===== config.mk =====
export PLATFORM = sky130hd
export DESIGN_NAME = clrs_back_flat
export DESIGN_NICKNAME = d
export VERILOG_FILES = /design/src/sv/clrs_pkg.sv /design/src/sv/clrs_if.sv /design/src/sv/clrs_back.sv /design/src/flat_wrapper.sv
export SDC_FILE = /design/constraint.sdc
export NUM_CORES = 1
export LEC_CHECK = 0
export ABC_AREA = 1
export BUFFER_PORTS_ARGS = -buffer_cell sky130_fd_sc_hd__buf_2
export CORE_MARGIN = 2
export CORE_UTILIZATION = 50
export CTS_CLUSTER_SIZE = 24
export DETAILED_ROUTE_END_ITERATION = 7
export GPL_TIMING_DRIVEN = 0
export PLACE_DENSITY = 0.78
export SLEW_MARGIN = 10
export SYNTH_ARGS = -nofsm -noshare
export SYNTH_HDL_FRONTEND = slang
export SYNTH_SLANG_ARGS = --single-unit

===== constraint.sdc =====
create_clock -name clk -period 2 [get_ports clk]
set_input_delay 0.2 -clock clk [delete_from_list [all_inputs] [get_ports clk]]
set_output_delay 0.2 -clock clk [all_outputs]
set_load 0.02 [all_outputs]

===== src/sv/clrs_pkg.sv =====
// Shared types, codes and constant tables of the character LCD refresh sequencer.
`timescale 1ns / 1ps
package clrs_pkg;

  localparam int LINE_WIDTH_DEF = 16;

  localparam logic [7:0]  PHASE_TICKS_RST = 8'd3;
  localparam logic [23:0] POWER_UP_RST    = 24'd50000;

  localparam logic [7:0] CHAR_SPACE  = 8'h20;
  localparam logic [7:0] CMD_LINE1   = 8'h80;
  localparam logic [7:0] CMD_LINE2   = 8'hC0;
  localparam logic [7:0] CMD_CGRAM   = 8'h40;

  typedef enum logic [0:0] {
    CFG_PHASE_TICKS = 1'b0,
    CFG_POWER_UP    = 1'b1
  } cfg_idx_t;

  typedef enum logic [2:0] {
    KIND_TICK    = 3'd0,
    KIND_WRITE   = 3'd1,
    KIND_INIT    = 3'd2,
    KIND_REFRESH = 3'd3,
    KIND_GLYPH   = 3'd4,
    KIND_CLEAR   = 3'd5
  } kind_t;

  typedef enum logic [2:0] {
    OP_TICK,
    OP_WRITE,
    OP_START,
    OP_CLEAR,
    OP_NOP
  } op_t;

  typedef enum logic [1:0] {
    MODE_IDLE,
    MODE_INIT,
    MODE_REFRESH,
    MODE_GLYPH
  } mode_t;

  typedef enum logic [2:0] {
    PH_IDLE,
    PH_POWER,
    PH_SETUP,
    PH_EHI,
    PH_ELO,
    PH_RELEASE,
    PH_POLLHI,
    PH_POLLLO
  } phase_t;

  typedef struct packed {
    logic [2:0] kind;
    logic       busy_pin;
    logic [4:0] position;
    logic [7:0] char_code;
  } in_item_t;

  typedef struct packed {
    logic       enable_line;
    logic       select_line;
    logic       read_line;
    logic [7:0] bus_value;
    logic       bus_drive;
    logic       sequencer_busy;
    logic       accepted;
  } out_item_t;

  // classified request as held in the queue between front and back
  typedef struct packed {
    op_t        op;
    mode_t      mode;
    logic       busy_pin;
    logic [4:0] position;
    logic [7:0] char_code;
  } q_item_t;

  typedef struct packed {
    logic       e;
    logic       rs;
    logic       rw;
    logic [7:0] bus;
    logic       drive;
  } pins_t;

  // power-on command list: function set, display on, clear, home, entry mode
  function automatic logic [7:0] init_byte(input logic [2:0] i);
    logic [7:0] b;
    case (i)
      3'd0:    b = 8'h38;
      3'd1:    b = 8'h0E;
      3'd2:    b = 8'h01;
      3'd3:    b = 8'h02;
      3'd4:    b = 8'h06;
      default: b = 8'h00;
    endcase
    return b;
  endfunction

  // eight CGRAM rows of the custom glyph
  function automatic logic [7:0] glyph_row(input logic [2:0] i);
    logic [7:0] b;
    case (i)
      3'd1:    b = 8'h0A;
      3'd2:    b = 8'h15;
      3'd3:    b = 8'h11;
      3'd4:    b = 8'h0A;
      3'd5:    b = 8'h04;
      default: b = 8'h00;
    endcase
    return b;
  endfunction

endpackage


===== src/sv/clrs_if.sv =====
// Valid/ready channel carrying one payload of type T.
`timescale 1ns / 1ps
interface clrs_if #(parameter type T = logic);
  logic valid;
  logic ready;
  T     data;

  modport source (output valid, output data, input ready);
  modport sink   (input valid, input data, output ready);
endinterface


===== src/sv/clrs_back.sv =====
// Back end: frame store, byte sequencer, bus phase timing and result register.
`timescale 1ns / 1ps
module clrs_back #(
  parameter int LINE_WIDTH = clrs_pkg::LINE_WIDTH_DEF
) (
  input  logic               clk,
  input  logic               rst_n,
  input  logic               cfg_we,
  input  clrs_pkg::cfg_idx_t cfg_index,
  input  logic [23:0]        cfg_wdata,
  input  clrs_pkg::q_item_t  head,
  input  logic               head_valid,
  output logic               pop,
  clrs_if.source             out_chan
);
  import clrs_pkg::*;

  localparam int Depth = 2 * LINE_WIDTH;
  localparam int AW    = $clog2(Depth);
  localparam int IW    = $clog2(2 * LINE_WIDTH + 3);
  localparam logic [IW-1:0] LenInit    = IW'(5);
  localparam logic [IW-1:0] LenGlyph   = IW'(9);
  localparam logic [IW-1:0] LenRefresh = IW'(2 * LINE_WIDTH + 2);
  localparam logic [IW-1:0] Row1End    = IW'(LINE_WIDTH);
  localparam logic [IW-1:0] Row2Cmd    = IW'(LINE_WIDTH + 1);
  localparam logic [6:0]    DepthW     = 7'(Depth);

  // configuration
  logic [7:0]  phase_ticks_r;
  logic [23:0] power_up_r;
  logic [23:0] tpp;

  // sequencer state
  mode_t         mode_r, mode_nxt;
  phase_t        phase_r, phase_nxt;
  logic [IW-1:0] idx_r, idx_nxt, idx_inc;
  logic [23:0]   wait_r, wait_nxt;
  logic          seen_r, seen_nxt;
  pins_t         pins_r, pins_nxt;

  // frame store
  logic [7:0]    store_mem [Depth];
  logic [Depth-1:0] vld_r;
  logic [7:0]    rd_data_r;
  logic          rd_vld_r;
  logic          clr_r, byp_r;
  logic [7:0]    byp_data_r;
  logic [AW-1:0] rd_addr_nxt, wr_addr;
  logic          rd_vld_nxt;
  logic [7:0]    cur_char;
  logic          wr_now, clear_now;

  // current byte
  logic [7:0]    cur_byte;
  logic          cur_rs;
  logic [IW-1:0] seq_len;
  logic          accepted;

  logic          out_valid_r;
  out_item_t     out_data_r;

  assign tpp = (phase_ticks_r == 8'd0) ? 24'd1 : 24'(phase_ticks_r);
  assign pop = head_valid && (!out_valid_r || out_chan.ready);

  always_ff @(posedge clk) begin
    if (!rst_n) begin
      phase_ticks_r <= PHASE_TICKS_RST;
      power_up_r    <= POWER_UP_RST;
    end else if (cfg_we) begin
      case (cfg_index)
        CFG_PHASE_TICKS: phase_ticks_r <= cfg_wdata[7:0];
        CFG_POWER_UP:    power_up_r    <= cfg_wdata;
        default: ;
      endcase
    end
  end

  // store entry at the current byte, with same-cycle write and clear forwarded
  assign cur_char = clr_r ? CHAR_SPACE :
                    byp_r ? byp_data_r :
                    rd_vld_r ? rd_data_r : CHAR_SPACE;

  always_comb begin
    cur_rs   = 1'b0;
    cur_byte = 8'h00;
    seq_len  = '0;
    case (mode_r)
      MODE_INIT: begin
        seq_len  = LenInit;
        cur_byte = (idx_r < LenInit) ? init_byte(idx_r[2:0]) : 8'h00;
      end
      MODE_GLYPH: begin
        seq_len = LenGlyph;
        if (idx_r == '0) begin
          cur_byte = CMD_CGRAM;
        end else begin
          cur_rs   = 1'b1;
          cur_byte = (idx_r <= IW'(8)) ? glyph_row(3'(idx_r - IW'(1))) : 8'h00;
        end
      end
      MODE_REFRESH: begin
        seq_len = LenRefresh;
        if (idx_r == '0) begin
          cur_byte = CMD_LINE1;
        end else if (idx_r <= Row1End) begin
          cur_rs   = 1'b1;
          cur_byte = cur_char;
        end else if (idx_r == Row2Cmd) begin
          cur_byte = CMD_LINE2;
        end else if (idx_r < LenRefresh) begin
          cur_rs   = 1'b1;
          cur_byte = cur_char;
        end
      end
      default: ;
    endcase
  end

  assign idx_inc = idx_r + IW'(1);

  always_comb begin
    mode_nxt  = mode_r;
    phase_nxt = phase_r;
    idx_nxt   = idx_r;
    wait_nxt  = wait_r;
    seen_nxt  = seen_r;
    pins_nxt  = pins_r;
    accepted  = 1'b1;
    clear_now = 1'b0;
    wr_now    = 1'b0;
    if (pop) begin
      case (head.op)
        OP_TICK: begin
          if (mode_r != MODE_IDLE && phase_r != PH_IDLE) begin
            case (phase_r)
              PH_POWER:   pins_nxt = '{1'b0, 1'b0, 1'b0, 8'h00, 1'b1};
              PH_SETUP:   pins_nxt = '{1'b0, cur_rs, 1'b0, cur_byte, 1'b1};
              PH_EHI:     pins_nxt = '{1'b1, cur_rs, 1'b0, cur_byte, 1'b1};
              PH_ELO:     pins_nxt = '{1'b0, cur_rs, 1'b0, cur_byte, 1'b1};
              PH_POLLHI:  pins_nxt = '{1'b1, 1'b0, 1'b1, 8'h00, 1'b0};
              default:    pins_nxt = '{1'b0, 1'b0, 1'b1, 8'h00, 1'b0};
            endcase
            if (phase_r == PH_POLLHI && wait_r <= 24'd1) seen_nxt = head.busy_pin;
            if (wait_r > 24'd1) begin
              wait_nxt = wait_r - 24'd1;
            end else begin
              wait_nxt = 24'd0;
              case (phase_r)
                PH_POWER:   begin phase_nxt = PH_SETUP;   wait_nxt = tpp; end
                PH_SETUP:   begin phase_nxt = PH_EHI;     wait_nxt = tpp; end
                PH_EHI:     begin phase_nxt = PH_ELO;     wait_nxt = tpp; end
                PH_ELO:     begin phase_nxt = PH_RELEASE; wait_nxt = tpp; end
                PH_RELEASE: begin phase_nxt = PH_POLLHI;  wait_nxt = tpp; end
                PH_POLLHI:  begin phase_nxt = PH_POLLLO;  wait_nxt = tpp; end
                default: begin
                  if (seen_r) begin
                    phase_nxt = PH_POLLHI;
                    wait_nxt  = tpp;
                  end else begin
                    // byte done: restore the bus, move on or finish
                    pins_nxt = '{1'b0, 1'b0, 1'b0, 8'h00, 1'b1};
                    if (idx_inc >= seq_len) begin
                      clear_now = (mode_r == MODE_INIT);
                      mode_nxt  = MODE_IDLE;
                      phase_nxt = PH_IDLE;
                      idx_nxt   = '0;
                    end else begin
                      idx_nxt   = idx_inc;
                      phase_nxt = PH_SETUP;
                      wait_nxt  = tpp;
                    end
                  end
                end
              endcase
            end
          end
        end
        OP_WRITE: wr_now = (7'(head.position) < DepthW);
        OP_START: begin
          if (mode_r != MODE_IDLE) begin
            accepted = 1'b0;
          end else begin
            idx_nxt  = '0;
            seen_nxt = 1'b0;
            mode_nxt = head.mode;
            if (head.mode == MODE_INIT && power_up_r != 24'd0) begin
              phase_nxt = PH_POWER;
              wait_nxt  = power_up_r;
            end else begin
              phase_nxt = PH_SETUP;
              wait_nxt  = tpp;
            end
          end
        end
        OP_CLEAR: clear_now = 1'b1;
        default: ;
      endcase
    end
  end

  always_ff @(posedge clk) begin
    if (!rst_n) begin
      mode_r  <= MODE_IDLE;
      phase_r <= PH_IDLE;
      idx_r   <= '0;
      wait_r  <= 24'd0;
      seen_r  <= 1'b0;
      pins_r  <= '0;
    end else begin
      mode_r  <= mode_nxt;
      phase_r <= phase_nxt;
      idx_r   <= idx_nxt;
      wait_r  <= wait_nxt;
      seen_r  <= seen_nxt;
      pins_r  <= pins_nxt;
    end
  end

  // store address of the byte the sequencer will point at next cycle
  assign rd_addr_nxt = (idx_nxt <= Row1End) ? AW'(idx_nxt - IW'(1)) : AW'(idx_nxt - IW'(2));
  assign rd_vld_nxt  = (7'(rd_addr_nxt) < DepthW) ? vld_r[rd_addr_nxt] : 1'b0;
  assign wr_addr     = AW'(head.position);

  always_ff @(posedge clk) begin
    if (wr_now) store_mem[wr_addr] <= head.char_code;
    rd_data_r  <= store_mem[rd_addr_nxt];
    byp_data_r <= head.char_code;
  end

  always_ff @(posedge clk) begin
    if (!rst_n) begin
      vld_r    <= '0;
      rd_vld_r <= 1'b0;
      clr_r    <= 1'b0;
      byp_r    <= 1'b0;
    end else begin
      if (clear_now)   vld_r          <= '0;
      else if (wr_now) vld_r[wr_addr] <= 1'b1;
      rd_vld_r <= rd_vld_nxt;
      clr_r    <= clear_now;
      byp_r    <= wr_now && (wr_addr == rd_addr_nxt);
    end
  end

  // result register
  always_ff @(posedge clk) begin
    if (!rst_n) begin
      out_valid_r <= 1'b0;
    end else if (pop) begin
      out_valid_r <= 1'b1;
    end else if (out_chan.ready) begin
      out_valid_r <= 1'b0;
    end
  end

  always_ff @(posedge clk) begin
    if (pop) begin
      out_data_r.enable_line    <= pins_nxt.e;
      out_data_r.select_line    <= pins_nxt.rs;
      out_data_r.read_line      <= pins_nxt.rw;
      out_data_r.bus_value      <= pins_nxt.bus;
      out_data_r.bus_drive      <= pins_nxt.drive;
      out_data_r.sequencer_busy <= (mode_nxt != MODE_IDLE);
      out_data_r.accepted       <= accepted;
    end
  end

  assign out_chan.valid = out_valid_r;
  assign out_chan.data  = out_data_r;

endmodule


===== src/flat_wrapper.sv =====
// flat-port wrapper written by rule: the top's interface ports become plain ports
module clrs_back_flat import clrs_pkg::*;
#(
  parameter int LINE_WIDTH = clrs_pkg::LINE_WIDTH_DEF
)
  (clk, rst_n, cfg_we, cfg_index, cfg_wdata, head, head_valid, pop, out_chan_valid, out_chan_data, out_chan_ready);
  clrs_if out_chan_i ();
  input  logic clk;
  input  logic rst_n;
  input  logic cfg_we;
  input  clrs_pkg::cfg_idx_t cfg_index;
  input  logic [23:0] cfg_wdata;
  input  clrs_pkg::q_item_t head;
  input  logic head_valid;
  output logic pop;
  output wire logic [$bits(out_chan_i.valid)-1:0] out_chan_valid;
  output wire logic [$bits(out_chan_i.data)-1:0] out_chan_data;
  input wire logic [$bits(out_chan_i.ready)-1:0] out_chan_ready;
  assign out_chan_valid = out_chan_i.valid;
  assign out_chan_data = out_chan_i.data;
  assign out_chan_i.ready = out_chan_ready;
  clrs_back #(.LINE_WIDTH(LINE_WIDTH)) u_core (.clk(clk), .rst_n(rst_n), .cfg_we(cfg_we), .cfg_index(cfg_index), .cfg_wdata(cfg_wdata), .head(head), .head_valid(head_valid), .pop(pop), .out_chan(out_chan_i));
endmodule

==> summary.md, run 1 <==
| Metric | Value |
|---|---|
| GRT Overall Usage | `0.265` |
| Post-synthesis instance total | `between 600 and 700` |
| CP Capture Type | `flip-flop` |
| Most frequent cell after synthesis | `nand2_1` |
| Max-slew violation count | `0` |
| Die area | `a little over 0.009 sq mm` |
| Fin. Hold Viols | `0` |
| Pwr dens | `748 mW/mm^2` |
| Antenna Nets Post-Route | `0` |
| Non-Filler Instances | `a little over 800` |
| Min-delay worst type | `primary input to flip-flop` |
| Setup Slack @ Placement | `-0.434 ns` |
| Clock transition at path regs | `0.08 ns` |
| Antenna violations before repair | `0` |
| P&R area growth vs syn | `18.7%` |
| DR vias/cell | `between 5 and 6` |
| Critical R2R Capture | `u_core.mode_r[1]$_SDFFE_PN0P_` |
| Critical path type | `flip-flop to flip-flop` |
| Max IR drop VDD | `0.608 mV` |
| Register area share after synthesis | `0.337` |
| Post-layout util | `0.607` |
| Psw | `between 1000 and 1500 uW` |
| Sequential power share | `0.412` |
| Std-Cell Rows | `33` |
| Worst-skew pair later-pin latency | `between 0.3 and 0.4 ns` |
| Layout net count | `between 700 and 800` |
| Via count | `roughly 4400` |
| Final worst setup slack | `-0.0543 ns` |
| Area leader, netlist | `dfxtp_1` |
| Crit share post-route | `1.03` |
| Final setup fails | `13` |
| Worst R2R Setup Slack | `-0.05 ns` |
| Setup Skew | `between 0.01 and 0.015 ns` |
| Clock share of power | `0.360` |
| Diodes inserted | `0` |
| Clk root buf | `clkbuf_8` |
| Drt first pass iters | `5` |
| Fraction of registers with async set/reset | `0` |
| Status | `finished with violations` |
| Number of global-route vias before repair | `4035` |
| Design Power | `roughly 3700 uW` |
| Max Freq | `0.487 GHz` |
| HPWL Detailed | `about 8400 microns` |
| LEAKAGE | `around 0.0023 uW` |
| Die height | `~95 microns` |
| Minimum clock period | `2.05 ns` |
| Final instance area | `about 0.0050 sq mm` |
| Clk sinks | `70` |
| CTS tree | `built` |
| Effective utilization at floorplan | `0.512` |
| Gate power share | `0.228` |
| Area contributors post-synth | `dfxtp_1 (33%), nand2_1 (12%), nor2_1 (10%)` |
| DR iter-0 viols | `roughly 350` |
| Crit Path Max Fanout | `6` |
| Grt ovf | `0` |
| EDFF count, synth | `1` |
| Slew @ Worst Pin | `just over 0.8 ns` |
| TritonCTS buffer count | `9` |
| DR WL/cell | `approximately 14 microns` |
| Crit path launch type | `flip-flop` |
| Number of I/O port buffers | `38` |
| Slew Limit Headroom | `0.463` |
| Yosys Warn Count | `0` |
| Worst setup path endpoint | `u_core.mode_r[1]$_SDFFE_PN0P_` |
| Maximum root-to-sink buffer count | `2` |
| Maxcap violations | `0` |
| # IOs | `52` |
| Main synth FF type | `dfxtp_1` |
| Top post-synthesis cells by count | `nand2_1 (138), nor2_1 (113), inv_1 (71), dfxtp_1 (69), nand3_1 (56)` |
| Cts hold-fix bufs | `0` |
| Syn nets | `approximately 710` |
| Placed insts | `roughly 790` |
| Largest net degree at the start of global routing | `14` |
| Synth unique cells | `35` |
| RSZ-0062 raised after global routing | `true` |
| Yosys top cell area share | `0.330` |
| # H-tree levels | `3` |
| Mean post-synth cell area | `6.44 sq um` |
| Fraction of layout cells with a size suffix above 1 | `0.190` |
| Core box area | `between 0.008 and 0.009 sq mm` |
| Post-Synthesis Cell Area | `between 0.004 and 0.005 sq mm` |
| Drc violations | `0` |
| WL final | `approximately 12000 microns` |
| Failing checks | `setup timing` |
| Worst r2r src | `u_core.idx_r[0]$_SDFFE_PN0P_` |
| Number of cells on the worst reg-to-reg path | `12` |
| Placed cell areas | `0.00450 sq mm` |
| Setup crit start | `u_core.idx_r[0]$_SDFFE_PN0P_` |
| Internal Power | `~2500 uW` |
| Flops & latches, synth | `70` |
| Critical Path RT | `2.20 ns` |
| Critical Path AT | `roughly 2.3 ns` |
| Gpl congestion | `about 0.98` |
| Die width | `around 95 microns` |
| First-pass GRT wire length | `about 19000 microns` |
| Net Sw Frac | `0.324` |
[critical path, stage by stage (launching register included)]
cell and delay [ns]:
dfxtp_4 0.37, ha_1 0.24, xor2_1 0.17, ha_1 0.29, nand3_1 0.07, a21oi_1 0.12
nand2_1 0.10, nand3_4 0.16, nand2_4 0.11, nand2_4 0.10, nand2_2 0.05, nand2_1 0.06
a21oi_1 0.06
[metrics by stage]
step | setup TNS (ns) | hold slack [ns]
after global routing | -2.18 | 0.0546
after floorplan | 0 | 0.313
after CTS | -0.166 | 0.0489
final | -0.395 | 0.0549
after global placement | -4.02 | 0.400
after detailed placement | -5.49 | 0.412
[final cells by class]
cell class              count  area (sq um)
plain buffers              21           113
inverters                  80           304
fillers                   804          3210
multi-input cells         480          2500
repair buffers             48           265
well taps                 105           131
flip-flops and latches     70          1430
clock buffers              10           138
clock inverters             6          93.8
[cells by family (layout without fill, tap and decap cells)]
kind of cell | Yosys count | in the layout | share of synthesized area
fa+ha+maj | 8 | 8 | 0.0239
compound gates | 107 | 107 | 0.137
flops | 70 | 70 | 0.337
buf+inv | 101 | 165 | 0.0996
xor+xnor | 12 | 12 | 0.0251
simple gates | 352 | 353 | 0.377
[sequential cells by signal, summed over array words and instances, names as in the netlist, 2 cells and up]
signal / count
u_core.idx_r: 6
u_core.phase_r: 3
u_core.power_up_r: 24
u_core.mode_r: 2
u_core.phase_ticks_r: 8
u_core.wait_r: 24
[power by group through the flow]
| stage | clock, uW | combinational (uW) | sequential [uW] |
|---|---|---|---|
| after global routing | 1390 | 948 | 1540 |
| final | 1340 | 847 | 1530 |
| after detailed placement | 0 | 779 | 1560 |
| after floorplan | 0 | 587 | 1550 |
| after global placement | 0 | 764 | 1560 |
| after CTS | 1340 | 804 | 1530 |
[worst min path at each step]
stage,start,cells after the start,slack [ns],endpoint
5_1_grt,cfg_wdata[15],3,0.05,u_core.power_up_r[15]$_SDFFE_PN1P_
4_1_cts,cfg_wdata[8],3,0.05,u_core.power_up_r[8]$_SDFFE_PN1P_
2_1_floorplan,cfg_wdata[14],2,0.31,u_core.power_up_r[14]$_SDFFE_PN1P_
6_report,cfg_wdata[14],3,0.05,u_core.power_up_r[14]$_SDFFE_PN1P_
3_3_place_gp,cfg_wdata[15],3,0.40,u_core.power_up_r[15]$_SDFFE_PN1P_
3_5_place_dp,cfg_wdata[8],3,0.41,u_core.power_up_r[8]$_SDFFE_PN1P_
[metal layers]
layer,up-vias,GRT usage,part of all wire
met2,149,0.457,0.49
met1,1966,0.329,0.43
met3,27,0.0411,0.053
li1,2217,-,-
met5,-,0,0
met4,0,0.112,0.025
[repair_timing]
item | in CTS | in global routing
pin swaps | 6 | 11
cloned | 1 | 0
resized for setup | 20 | 18
setup endpoints to repair | 17 | 19
buffers inserted | 5 | 5
[cells in the final DEF, fill, tap and decap left out, drive strengths merged]
master and count:
clkinv 4, edfxtp 1, nand3b 5, a21oi 38
a31oi 6, inv 79, buf 56, nand3 60
nor3 7, bufinv 2, nand4 11, nor2 126
xor2 11, nand2 144, clkinvlp 1, dfxtp 69
clkbuf 23, xnor2 1, ha 8, o211ai 6
o21ai 56, a21o 1
(Power assumes the default switching activity.)
==> run 2: changes to the inputs <==
Settings changed: BUFFER_PORTS_ARGS -buffer_cell sky130_fd_sc_hd__buf_2 to default, DONT_BUFFER_PORTS from default to 1, PLACE_DENSITY 0.78 to 0.73.
==> run 2 against run 1 <==
  * The run still ends with setup timing left
  * Via count down 2.1%
  * Final cell count down 3.9%
  * Global-route usage decreased by 0.18 points
  * Final area fell by 1.3%
  * Combinational power decreased by 2%
  * Sequential share of layout area up 0.42 points
  * Setup slack lost 0.024 ns
  * Routed wire length fell by 1.5%
  * First-iteration DRC count is 26% lower
  * Clock-buffer cell count decreased by 1
  * Register-to-register slack worse by 0.02 ns
  * Core utilization decreased by 0.78 points
  * Critical path type unchanged
  * Largest cell class unchanged
  * Largest power group unchanged
  * Highest routed layer unchanged
==> summary.md, run 2 (synthesized netlist as in run 1, its figures left out) <==
| Metric | Value |
|---|---|
| Max IR drop VDD | `~0.66 mV` |
| Crit Path Max Fanout | `6` |
| Number of I/O port buffers | `0` |
| Crit path launch type | `flip-flop` |
| Slowest stage delay, CP | `~0.38 ns` |
| Max Freq | `just under 0.5 GHz` |
| Maxcap violations | `0` |
| Critical path type | `flip-flop to flip-flop` |
| Number of cells on the worst reg-to-reg path | `13` |
| TritonCTS buffer count | `9` |
| Pwr dens | `approximately 770 mW/mm^2` |
| Top flop regs | `u_core.power_up_r: 24 flops, u_core.wait_r: 24 flops, u_core.phase_ticks_r: 8 flops` |
| # IOs | `52` |
| Die height | `95.5 microns` |
| DR iter-0 viols | `roughly 260` |
| Critical Path RT | `approximately 2.2 ns` |
| Diodes inserted | `0` |
| Largest net degree at the start of global routing | `14` |
| Clock share of power | `0.376` |
| Internal Power | `around 2600 uW` |
| Non-Filler Instances | `788` |
| Via count | `between 4000 and 5000` |
| Core box area | `between 0.008 and 0.009 sq mm` |
| Effective utilization at floorplan | `0.512` |
| WL final | `roughly 11000 microns` |
| # H-tree levels | `3` |
| Final instance area | `0.00490 sq mm` |
| Drt first pass iters | `5` |
| Psw | `roughly 1200 uW` |
| Sequential power share | `0.405` |
| Grt ovf | `0` |
| HPWL Detailed | `~8400 microns` |
| Status | `finished with violations` |
| RSZ-0062 raised after global routing | `true` |
| Drc violations | `0` |
| Clk sinks | `70` |
| Final worst setup slack | `-0.0778 ns` |
| DR WL/cell | `14.5 microns` |
| Hold_ws | `0.00549 ns` |
| Worst r2r src | `u_core.idx_r[1]$_SDFFE_PN0P_` |
| Placed insts | `roughly 760` |
| Gate power share | `0.219` |
| Post-layout util | `0.600` |
| Number of global-route vias before repair | `between 3000 and 4000` |
| Die area | `between 0.009 and 0.01 sq mm` |
| Gpl congestion | `approximately 0.98` |
| Worst R2R Setup Slack | `-0.08 ns` |
| Setup Skew | `between 0.01 and 0.015 ns` |
| Minimum clock period | `2.08 ns` |
| Critical Path AT | `about 2.3 ns` |
| CP cell instances | `nand3_4 > nor3_4 > xor2_2 > ha_1 > nand3_2 > a21oi_2 > nand2_2 > nand3_4 > nand2_8 > nand2_4 > nand2_2 > nand2_1 > a21oi_1` |
| Clock transition at path regs | `roughly 0.090 ns` |
| CTS tree | `built` |
| Commonest non-fill, non-tap cell in the layout | `nand2_1` |
| Slew @ Worst Pin | `0.734 ns` |
| Highest-count cells in the layout ignoring fill and taps | `nand2_1 (131), nor2_1 (111), inv_1 (70), dfxtp_1 (64), o21ai_0 (53)` |
| Fin. Hold Viols | `0` |
| Worst Hold Depth | `2` |
| Worst-skew pair later-pin latency | `between 0.3 and 0.4 ns` |
| DR vias/cell | `roughly 5.4` |
| LEAKAGE | `between 0.002 and 0.0025 uW` |
| Fraction of layout cells with a size suffix above 1 | `0.143` |
| Critical R2R Capture | `u_core.mode_r[0]$_SDFFE_PN0P_` |
| Failing checks | `setup timing` |
| Std-Cell Rows | `33` |
| Layout net count | `between 700 and 800` |
| Slowest cell on crit path | `dfxtp_4` |
| Antenna Nets Post-Route | `0` |
| Slew Limit Headroom | `0.510` |
| Min-delay worst type | `primary input to flip-flop` |
| Crit share post-route | `1.04` |
| CP Capture Type | `flip-flop` |
| Antenna violations before repair | `0` |
| Placed cell areas | `about 0.0043 sq mm` |
| Net Sw Frac | `0.314` |
| GRT Overall Usage | `0.264` |
| Final setup fails | `13` |
| Clk root buf | `clkbuf_8` |
| Maximum root-to-sink buffer count | `2` |
| Worst hold start | `cfg_wdata[21]` |
| P&R area growth vs syn | `17.2%` |
| Die width | `about 95 microns` |
| First-pass GRT wire length | `roughly 19000 microns` |
| Max-slew violation count | `0` |
| Worst min-delay path endpoint | `u_core.power_up_r[21]$_SDFFE_PN0P_` |
run 2: worst max-delay path by stage:
| stage | from | slack [ns] | cells after the start | to |
|---|---|---|---|---|
| 6_report | u_core.idx_r[1]$_SDFFE_PN0P_ | -0.08 | 13 | u_core.mode_r[0]$_SDFFE_PN0P_ |
| 3_3_place_gp | u_core.idx_r[0]$_SDFFE_PN0P_ | -0.33 | 13 | u_core.mode_r[0]$_SDFFE_PN0P_ |
| 2_1_floorplan | u_core.idx_r[2]$_SDFFE_PN0P_ | 0.05 | 13 | u_core.mode_r[0]$_SDFFE_PN0P_ |
| 5_1_grt | u_core.idx_r[1]$_SDFFE_PN0P_ | -0.23 | 13 | u_core.mode_r[0]$_SDFFE_PN0P_ |
| 3_5_place_dp | u_core.idx_r[0]$_SDFFE_PN0P_ | -0.36 | 13 | u_core.mode_r[1]$_SDFFE_PN0P_ |
| 4_1_cts | u_core.idx_r[0]$_SDFFE_PN0P_ | -0.05 | 13 | u_core.mode_r[1]$_SDFFE_PN0P_ |
run 2: power by group through the flow:
stage                     clock [uW]  combinational (uW)  sequential (uW)
after floorplan                    0                 587             1550
after global placement             0                 725             1560
after detailed placement           0                 741             1570
after CTS                       1430                 777             1530
after global routing            1490                 929             1540
final                           1420                 827             1530
run 2: critical path: cells and delay by family, from the launching register on:
family	cells	cell delay, ns
fa+ha+maj	1	0.34
simple gates	9	0.92
compound gates	2	0.18
flops	1	0.38
xor+xnor	1	0.12
run 2: timing repair:
item                                    CTS  global route
pin swaps                                 8            23
cloned                                    1             0
hold endpoints to repair                 12             0
endpoints found under the setup margin   17            25
buffers inserted                          2             3
gates resized for setup                  19            27
hold buffers                             11             0
run 2: metal layers:
| metal | track usage | routed length (microns) | up-vias |
|---|---|---|---|
| li1 | - | - | 2158 |
| met1 | 0.325 | 5080 | 1954 |
| met2 | 0.464 | 5520 | 126 |
| met3 | 0.0387 | 540 | 28 |
| met4 | 0.0988 | 258 | 0 |
| met5 | 0 | 0 | - |
run 2: area by class of cell:
cell class	count	area (sq um)
fill	779	3270
multi-input combinational	480	2520
sequential	70	1430
inverter	80	304
timing repair buffer	16	160
tap	105	131
clock buffer	9	124
clock inverter	7	120
buffer	21	114
run 2: through the flow:
step	setup TNS, ns	total power (uW)	setup slack, ns
after floorplan	0	2140	0.0540
after CTS	-0.120	3730	-0.0506
after detailed placement	-3.97	2310	-0.355
final	-0.450	3780	-0.0778
after global placement	-4.12	2290	-0.334
after global routing	-2.99	3960	-0.231
